**config.mk**
```make
export PLATFORM = sky130hd
export DESIGN_NAME = line_table_delta_varint_encoder_flat
export DESIGN_NICKNAME = d
export VERILOG_FILES = /design/src/design/ltdv_pkg.sv /design/src/design/ltdv_entry_if.sv /design/src/design/ltdv_byte_if.sv /design/src/design/line_table_delta_varint_encoder.sv /design/src/flat_wrapper.sv
export SDC_FILE = /design/constraint.sdc
export NUM_CORES = 1
export LEC_CHECK = 0
export ABC_AREA = 1
export BUFFER_PORTS_ARGS = -buffer_cell sky130_fd_sc_hd__buf_2
export CAP_MARGIN = 20
export CORE_ASPECT_RATIO = 1.25
export CORE_MARGIN = 2
export CORE_UTILIZATION = 34
export CTS_CLUSTER_DIAMETER = 150
export DETAILED_ROUTE_END_ITERATION = 6
export REMOVE_ABC_BUFFERS = 1
export SYNTH_ARGS = -nofsm -noshare
export SYNTH_HDL_FRONTEND = slang
export SYNTH_SLANG_ARGS = --single-unit
```
**constraint.sdc**
```tcl
create_clock -name clk -period 4 [get_ports clk]
set_input_delay 0.2 -clock clk [delete_from_list [all_inputs] [get_ports clk]]
set_output_delay 0.2 -clock clk [all_outputs]
set_load 0.005 [all_outputs]
```
**src/design/ltdv_pkg.sv**
```systemverilog
`timescale 1ns / 1ps
// ----------------------------------------------------------------------------
// ltdv_pkg: shared constants for the line-table delta varint encoder
// Field widths and varint byte layout used by the channels and the core.
// ----------------------------------------------------------------------------
package ltdv_pkg;

  // Payload field widths
  localparam int CODE_W = 32;
  localparam int SRC_W  = 31;
  localparam int BYTE_W = 8;

  // Varint byte layout: seven data bits, continuation in the top bit
  localparam int GROUP_W  = 7;
  localparam int CONT_POS = 7;

endpackage

```
**src/design/ltdv_entry_if.sv**
```systemverilog
`timescale 1ns / 1ps
// ----------------------------------------------------------------------------
// ltdv_entry_if: line-table entry channel
// valid/ready channel carrying one entry: table start flag and two offsets.
// ----------------------------------------------------------------------------
interface ltdv_entry_if;
  logic                         valid;
  logic                         ready;
  logic                         table_start;
  logic [ltdv_pkg::CODE_W-1:0]  code_offset;
  logic [ltdv_pkg::SRC_W-1:0]   source_offset;

  modport source (output valid, output table_start, output code_offset,
                  output source_offset, input ready);
  modport sink   (input valid, input table_start, input code_offset,
                  input source_offset, output ready);
endinterface

```
**src/design/ltdv_byte_if.sv**
```systemverilog
`timescale 1ns / 1ps
// ----------------------------------------------------------------------------
// ltdv_byte_if: encoded byte channel
// valid/ready channel carrying one varint byte and an end-of-entry flag.
// ----------------------------------------------------------------------------
interface ltdv_byte_if;
  logic                         valid;
  logic                         ready;
  logic [ltdv_pkg::BYTE_W-1:0]  code_byte;
  logic                         entry_last;

  modport source (output valid, output code_byte, output entry_last, input ready);
  modport sink   (input valid, input code_byte, input entry_last, output ready);
endinterface

```
**src/design/line_table_delta_varint_encoder.sv**
```systemverilog
`timescale 1ns / 1ps
// ----------------------------------------------------------------------------
// line_table_delta_varint_encoder: delta + zigzag + ULEB128 line-table encoder
// Turns each line-table entry into two varints: code-offset delta and
// zigzag-mapped source-offset delta.
// ----------------------------------------------------------------------------
// One entry is taken at a time. After the entry transfer, S_DCODE forms the
// code-offset delta in the shared 32-bit subtractor, then one byte per cycle,
// while the byte sink does not hold ready low, leaves through a 7-bit shift
// of the working register (1 to 5 bytes), then S_DSRC forms the zigzag source
// delta in the same subtractor, then its 1 to 5 bytes follow. The output
// byte sits in its own register, so the next entry is taken while the last
// byte of the previous one still waits. entry_last marks the final byte.
// ----------------------------------------------------------------------------
module line_table_delta_varint_encoder (
  input  logic         clk,
  input  logic         rst,
  ltdv_entry_if.sink   entry,
  ltdv_byte_if.source  bytes
);

  // Sequencer state codes
  localparam logic [2:0] S_IDLE      = 3'd0;
  localparam logic [2:0] S_DCODE     = 3'd1;
  localparam logic [2:0] S_EMIT_CODE = 3'd2;
  localparam logic [2:0] S_DSRC      = 3'd3;
  localparam logic [2:0] S_EMIT_SRC  = 3'd4;

  localparam int CW = ltdv_pkg::CODE_W;
  localparam int SW = ltdv_pkg::SRC_W;
  localparam int GW = ltdv_pkg::GROUP_W;

  logic [2:0]                  state;
  logic [CW-1:0]               cur_code;
  logic [SW-1:0]               cur_src;
  logic [CW-1:0]               prev_code;
  logic [SW-1:0]               prev_src;
  logic [CW-1:0]               work;
  logic                        byte_valid;
  logic [ltdv_pkg::BYTE_W-1:0] byte_data;
  logic                        byte_last;

  logic                        entry_xfer;
  logic                        slot_free;
  logic                        emitting;
  logic                        load_byte;
  logic                        more;
  logic [CW-1:0]               sub_a;
  logic [CW-1:0]               sub_b;
  logic [CW-1:0]               diff;
  logic [CW-1:0]               zigzag;

  assign entry.ready  = (state == S_IDLE);
  assign entry_xfer   = entry.valid && entry.ready;
  assign bytes.valid      = byte_valid;
  assign bytes.code_byte  = byte_data;
  assign bytes.entry_last = byte_last;

  // Shared subtractor: code delta in S_DCODE, source delta otherwise
  always_comb begin
    if (state == S_DCODE) begin
      sub_a = cur_code;
      sub_b = prev_code;
    end else begin
      sub_a = {1'b0, cur_src};
      sub_b = {1'b0, prev_src};
    end
    diff   = sub_a - sub_b;
    zigzag = {diff[CW-2:0], 1'b0} ^ {CW{diff[CW-1]}};
  end

  // Byte emission control
  assign slot_free = !byte_valid || bytes.ready;
  assign emitting  = (state == S_EMIT_CODE) || (state == S_EMIT_SRC);
  assign load_byte = emitting && slot_free;
  assign more      = |work[CW-1:GW];

  // Sequencer and datapath
  always_ff @(posedge clk) begin
    if (rst) begin
      state     <= S_IDLE;
      prev_code <= '0;
      prev_src  <= '0;
    end else begin
      case (state)
        S_IDLE: begin
          if (entry_xfer) begin
            cur_code <= entry.code_offset;
            cur_src  <= entry.source_offset;
            if (entry.table_start) begin
              prev_code <= '0;
              prev_src  <= '0;
            end
            state <= S_DCODE;
          end
        end
        S_DCODE: begin
          work      <= diff;
          prev_code <= cur_code;
          state     <= S_EMIT_CODE;
        end
        S_EMIT_CODE: begin
          if (load_byte) begin
            work <= work >> GW;
            if (!more) begin
              state <= S_DSRC;
            end
          end
        end
        S_DSRC: begin
          work     <= zigzag;
          prev_src <= cur_src;
          state    <= S_EMIT_SRC;
        end
        S_EMIT_SRC: begin
          if (load_byte) begin
            work <= work >> GW;
            if (!more) begin
              state <= S_IDLE;
            end
          end
        end
        default: begin
          state <= S_IDLE;
        end
      endcase
    end
  end

  // Output register
  always_ff @(posedge clk) begin
    if (rst) begin
      byte_valid <= 1'b0;
    end else if (load_byte) begin
      byte_valid <= 1'b1;
    end else if (bytes.ready) begin
      byte_valid <= 1'b0;
    end
  end

  always_ff @(posedge clk) begin
    if (load_byte) begin
      byte_data <= {more, work[GW-1:0]};
      byte_last <= (state == S_EMIT_SRC) && !more;
    end
  end

  // A continuation byte never ends an entry
  a_cont_not_last: assert property (@(posedge clk) disable iff (rst)
    (bytes.valid && bytes.code_byte[ltdv_pkg::CONT_POS]) |-> !bytes.entry_last)
    else $error("continuation byte flagged as entry end");

  // Bytes of the code varint never carry the entry end flag
  a_code_not_last: assert property (@(posedge clk) disable iff (rst)
    (load_byte && state == S_EMIT_CODE) |=> !bytes.entry_last)
    else $error("code varint byte flagged as entry end");

  // A table start clears the previous offsets before the delta is formed
  a_start_clears: assert property (@(posedge clk) disable iff (rst)
    (entry_xfer && entry.table_start) |=> (prev_code == '0 && prev_src == '0))
    else $error("table start did not clear previous offsets");

  // An entry transfer starts the sequencer in S_DCODE, where no new entry is taken
  a_accept_flow: assert property (@(posedge clk) disable iff (rst)
    entry_xfer |=> (state == S_DCODE && !entry.ready))
    else $error("sequencer did not start on entry transfer");

endmodule
```
**src/flat_wrapper.sv**
```systemverilog
// flat-port wrapper written by rule: the top's interface ports become plain ports
module line_table_delta_varint_encoder_flat 
  (clk, rst, entry_valid, entry_table_start, entry_code_offset, entry_source_offset, entry_ready, bytes_valid, bytes_code_byte, bytes_entry_last, bytes_ready);
  ltdv_entry_if entry_i ();
  ltdv_byte_if bytes_i ();
  input  logic clk;
  input  logic rst;
  input wire logic [$bits(entry_i.valid)-1:0] entry_valid;
  input wire logic [$bits(entry_i.table_start)-1:0] entry_table_start;
  input wire logic [$bits(entry_i.code_offset)-1:0] entry_code_offset;
  input wire logic [$bits(entry_i.source_offset)-1:0] entry_source_offset;
  output wire logic [$bits(entry_i.ready)-1:0] entry_ready;
  output wire logic [$bits(bytes_i.valid)-1:0] bytes_valid;
  output wire logic [$bits(bytes_i.code_byte)-1:0] bytes_code_byte;
  output wire logic [$bits(bytes_i.entry_last)-1:0] bytes_entry_last;
  input wire logic [$bits(bytes_i.ready)-1:0] bytes_ready;
  assign entry_i.valid = entry_valid;
  assign entry_i.table_start = entry_table_start;
  assign entry_i.code_offset = entry_code_offset;
  assign entry_i.source_offset = entry_source_offset;
  assign entry_ready = entry_i.ready;
  assign bytes_valid = bytes_i.valid;
  assign bytes_code_byte = bytes_i.code_byte;
  assign bytes_entry_last = bytes_i.entry_last;
  assign bytes_i.ready = bytes_ready;
  line_table_delta_varint_encoder u_core (.clk(clk), .rst(rst), .entry(entry_i), .bytes(bytes_i));
endmodule
```
==> results of run 1 <==
-- worst max path at each step --
stage                     slack, ns  depth (start not counted)               to
after floorplan               -1.43                         20  u_core.work[31]
after global placement         0.56                         21  u_core.work[31]
after detailed placement       0.51                         19  u_core.work[15]
after CTS                      0.47                         19  u_core.work[15]
after global routing           0.04                         21  u_core.work[31]
final                          0.48                         19  u_core.work[15]
-- state kept, by name (all words and copies together) (netlist names) --
register and count:
u_core.cur_code 32, u_core.prev_code 32, u_core.work 32, u_core.cur_src 31, u_core.prev_src 31, u_core.bytes.code_byte 8
u_core.state 3, u_core.bytes.entry_last 1, u_core.bytes.valid 1
-- metrics by stage --
step	total power, uW	instance area, um2	setup slack (ns)
after global routing	5810	11800	0.0414
after CTS	5490	11800	0.469
after detailed placement	3900	10600	0.511
after floorplan	3350	9530	-1.43
final	5430	11800	0.481
after global placement	3870	10600	0.565
-- layer usage --
metal	vias to the layer above	GRT usage [%]	wire (um)
li1	4417	-	-
met1	3871	20.0	10500
met2	132	29.3	12200
met3	37	2.55	852
met4	0	7.75	658
met5	-	0	0
-- layout by cell type (no fill, tap or decap), types with 2 or more instances in the layout --
master and instances:
a21o_1 2, clkbuf_16 17, nand3_1 68, a21oi_1 81
buf_12 3, nand3b_1 3, edfxtp_1 104, buf_4 18
clkinv_4 6, nand4_1 4, dlygate4sd3_1 63, nor2_2 4
o22ai_1 2, xnor2_1 4, dfxtp_1 67, mux2i_1 30
a22oi_1 7, nand2_1 560, o21ai_0 19, nor2_4 2
inv_6 3, nor4_1 2, clkinvlp_4 2, clkinv_1 3
nand2_2 21, nor2_1 51, xor2_1 12, inv_1 183
buf_2 78, nor3_1 8, ha_1 31
-- cell type report --
class                           instances  area share [%]
Multi-Input combinational cell        919            37.5
Tap cell                              355            3.77
Sequential cell                       171            37.9
Timing Repair Buffer                  162            10.3
Clock inverter                         15           0.999
Inverter                              185            5.90
Clock buffer                           17            3.61
-- critical path, delay by kind of cell, from the launching register on --
family	cells	cell delay (ns)
AO/OA/AOI/OAI	1	0.21
XOR/XNOR	1	0.34
adder cells (fa/ha/maj)	2	0.64
buffers and inverters	4	0.51
flip-flops	1	0.39
AND/OR/NAND/NOR	11	1.13
-- cell families after synthesis --
| family | count (synthesis) | synth area share, % |
|---|---|---|
| mux | 30 | 3.08 |
| fa+ha+maj | 32 | 4.19 |
| compound gates | 116 | 6.27 |
| simple gates | 725 | 29.9 |
| xor+xnor | 16 | 1.44 |
| flops | 171 | 45.8 |
| buf+inv | 226 | 9.24 |
-- power groups by stage --
stage                     Clock, uW  Combinational [uW]  Sequential (uW)
after floorplan                   0                1220             2140
after global placement            0                1720             2150
after detailed placement          0                1740             2150
after CTS                      1580                1800             2110
after global routing           1640                2050             2120
final                          1530                1780             2110
==> reports/qor.csv, run 1 <==
metric;value;unit
status;complete, no violations;
cap_violations;0;
pin_count;79;
drt_iter0_markers;470;
rsz0062_at_grt;false;
stdcell_count;1824;
worstPathCellList;inv_1, nand2_2, clkinv_1, buf_4, nand2_1, a21boi_0, ha_1, inv_1, fa_1, nand3_1, nand3_1, nand2_1, nand2_1, nand2_1, nand2_1, xnor2_1, nand2_1, nand3_1, nand2_1;
min_period;3.52;ns
yosysTopAreaCellShare;32.1;%
hold_path_class;in -> reg;
pwr-share-seq;38.9;%
cts_sinks;171;
hold_slack;0.0517;ns
drc;0;
register_area;4460;um2
max_stage_delay;0.45;ns
path_clk_slew;0.07;ns
dr.pass1.iters;5;
critPathLaunchType;flip-flop;
clock_latency;0.45;ns
cts_max_level;4;
vias;8457;
grt_max_degree;68;
synth-seq-cells;171;
ir_drop;0.315;mV
p_comb_share;32.8;%
ant_nets;0;
r2r-end;u_core.work[15];
dp_hpwl;17600;um
finClkSkew;0.0136;ns
min_to;u_core.state[0];
grt_pass1_vias;8110;
initial_core_util;34.4;%
drv_slew;0;
place_congestion;0.870;
grt_antenna_before_repair;0;
wire_per_inst;13.3;um
multi_input_area;4410;um2
hold_viol;0;
clock_tree.root_cell;clkbuf_16;
yosysWarnings;0;
ys_top_cells_by_count;nand2_1, inv_1, edfxtp_1;
synthArstFlopShare;0;%
nNetsFinal;1556;
drive_gt1_share;11.0;%
fillerInstances;2957;
grt_use_total;16.7;%
rrSetupSlack;0.48;ns
coreArea;28300;um2
synth_edf_count;104;
worstSetupPathType;reg -> reg;
cts_buffers;17;
crit_top_cell;nand2_1;
avgSynthCellArea;7.40;um2
relSlewSlack;37.0;%
postCtsHoldBufs;63;
period_share;88.0;%
rows;69;
power.density;461;nW/um2
placed_cells;1729;
setup_viol;0;
cts_setup_buffers;0;
dieHeight;193;um
p_leak;0.00566;uW
synth_ff_type;edfxtp_1;
die_w;155;um
required;4.19;ns
crit_slowest_cell;fa_1;
reg2reg_from;u_core.state[1];
vias_per_cell;4.64;
reg2reg_depth;19;
grt_pass1_wl;40000;um
yosysSeqAreaShare;45.8;%
p_switching;1950;uW
worst_slew_pin_slew;0.942;ns
overflow;0;
postSynthCellCount;1316;
final_core_util;41.6;%
die_area;30000;um2
min_from;entry_valid;
clock.fmax;284;MHz
worstPathArrival;3.71;ns
cts_resized;0;
synth_area_leaders;edfxtp_1, nand2_1, dfxtp_1;
clk_path_buf_depth;2;
internal_power;3480;uW
synth_area_leader_cell;edfxtp_1;
drt_wl_total;24300;um
portBuffers;78;
fin_tns_setup;0;ns
endpoint_kind;flip-flop;
cts_tree;done;
syn_to_final_growth;20.9;%
antenna_cells;0;
synth.most_common_cell;nand2_1;
yosysUniqueCellTypes;35;
path_max_fanout;20;
cp-startpoint;u_core.state[1];
switching_share;36.0;%
synth.cell_area;9740;um2
clkPwrFrac;28.3;%
min_delay_path_depth;3;
Power figures use the tool's default switching activity.
==> inputs of run 2 (changes only) <==
--- a/config.mk
+++ b/config.mk
@@ -9,7 +9,7 @@
 export BUFFER_PORTS_ARGS = -buffer_cell sky130_fd_sc_hd__buf_2
 export CAP_MARGIN = 20
 export CORE_ASPECT_RATIO = 1.25
-export CORE_MARGIN = 2
+export CORE_MARGIN = 3
 export CORE_UTILIZATION = 34
 export CTS_CLUSTER_DIAMETER = 150
 export DETAILED_ROUTE_END_ITERATION = 6
==> reports/qor.csv, run 2 (synthesized netlist as in run 1, its figures left out) <==
metric;value;unit
vias;8404;
pin_count;79;
path_max_fanout;64;
place_congestion;0.946;
critPathBufInv;4;
min_period;3.39;ns
die_w;157;um
drv_slew;0;
period_share;84.7;%
grt_antenna_before_repair;0;
final_core_util;42.3;%
relSlewSlack;29.1;%
cts_max_level;4;
p_leak;0.00568;uW
coreArea;27900;um2
wire_per_inst;13.4;um
worstSetupPathType;reg -> reg;
clock_latency;0.44;ns
path_clk_slew;0.07;ns
dr.pass1.iters;5;
worst_slew_pin_slew;1.06;ns
hold_slack;0.0675;ns
syn_to_final_growth;21.1;%
grt_max_degree;68;
dp_hpwl;17400;um
power.density;475;nW/um2
setup_viol;0;
cts_tree;done;
antenna_cells;0;
hold_path_class;in -> reg;
final_common_cell;nand2_1;
rows;68;
layout.cells.most_common_list;nand2_1, inv_1, edfxtp_1;
initial_core_util;34.9;%
grt_pass1_vias;8136;
cts_buffers;17;
portBuffers;78;
status;complete, no violations;
nNetsFinal;1552;
clock_tree.root_cell;clkbuf_16;
cts_setup_buffers;0;
grt_pass1_wl;39400;um
worstPathCellList;inv_1, nor2_1, nand2_2, buf_12, mux2i_1, ha_1, nand2_1, nor2_1, nand2_1, nor2_1, nand2_2, nand2_2, nand2_1, nand2_2, buf_4, nand3_1, nand2_1, inv_1;
critPathLaunchType;flip-flop;
rsz0062_at_grt;false;
cap_violations;0;
ir_drop;0.335;mV
drt_iter0_markers;456;
vias_per_cell;4.63;
die_area;30700;um2
top_regs;u_core.cur_code (32), u_core.prev_code (32), u_core.work (32);
max_stage_delay;0.42;ns
postCtsHoldBufs;63;
cts_resized;0;
cts_sinks;171;
dieHeight;195;um
required;4.20;ns
clk_path_buf_depth;2;
clock.fmax;295;MHz
overflow;0;
drc;0;
drt_wl_total;24300;um
grt_use_total;16.1;%
endpoint_kind;flip-flop;
hold_viol;0;
critPathTopFamily;simple AND/OR/NAND/NOR gates;
finClkSkew;0.00982;ns
drive_gt1_share;10.8;%
crit_slowest_cell;ha_1;
worstPathArrival;3.59;ns
ant_nets;0;
run 2: cell count changes in the layout (fill, tap and decap cells not counted):
cell / change
buf_4: -3
bufinv_16: +3
clkinv_4: -3
buf_12: -1
inv_8: +1
clkinvlp_4: -2
inv_6: +1
clkbuf_1: +1
clkinv_1: -2
clkinv_2: +1
run 2: worst min-delay path, stage by stage:
cell	delay [ns]
buf_2	0.09
o211ai_1	0.08
nor2_1	0.10
run 2: final cells by class:
type                       instances  area [um2]
tap                              350         438
inverter                         185         694
fill                            2853       16100
timing repair buffer             158        1170
clock buffer                      18         429
clock inverter                    14         184
multi-input combinational        919        4410
sequential                       171        4460
run 2: worst paths after layout:
check | to | slack, ns | cells after the start | startpoint
max reg2reg | u_core.work[31] | 0.61 | 18 | u_core.state[0]
min | u_core.state[0] | 0.07 | 3 | entry_valid
min reg2reg | u_core.bytes.code_byte[1] | 0.42 | 0 | u_core.work[1]
max | u_core.work[31] | 0.61 | 18 | u_core.state[0]
run 2: where the power goes:
group | internal, uW | switching [uW]
combinational | 605 | 1150
clock | 999 | 738
sequential | 2060 | 58.6
total | 3660 | 1940
run 2: layer usage:
metal | GRT usage, % | wire length [um] | vias to the layer above | part of all wire [%]
met3 | 2.73 | 755 | 51 | 3.1
met4 | 7.01 | 813 | 0 | 3.3
li1 | - | - | 4423 | -
met1 | 19.4 | 10700 | 3786 | 44
met2 | 27.9 | 12000 | 144 | 50
met5 | 0 | 0 | - | 0
run 2: stage by stage:
step	setup WS [ns]	instances	total power [uW]	setup TNS, ns	instance area [um2]
after floorplan	-1.43	1275	3350	-83.79	9530
after global placement	0.663	1720	3840	0	10500
after detailed placement	0.605	1720	3860	0	10500
after CTS	0.591	1815	5660	0	11800
after global routing	0.323	1815	5980	0	11800
final	0.614	1815	5600	0	11800
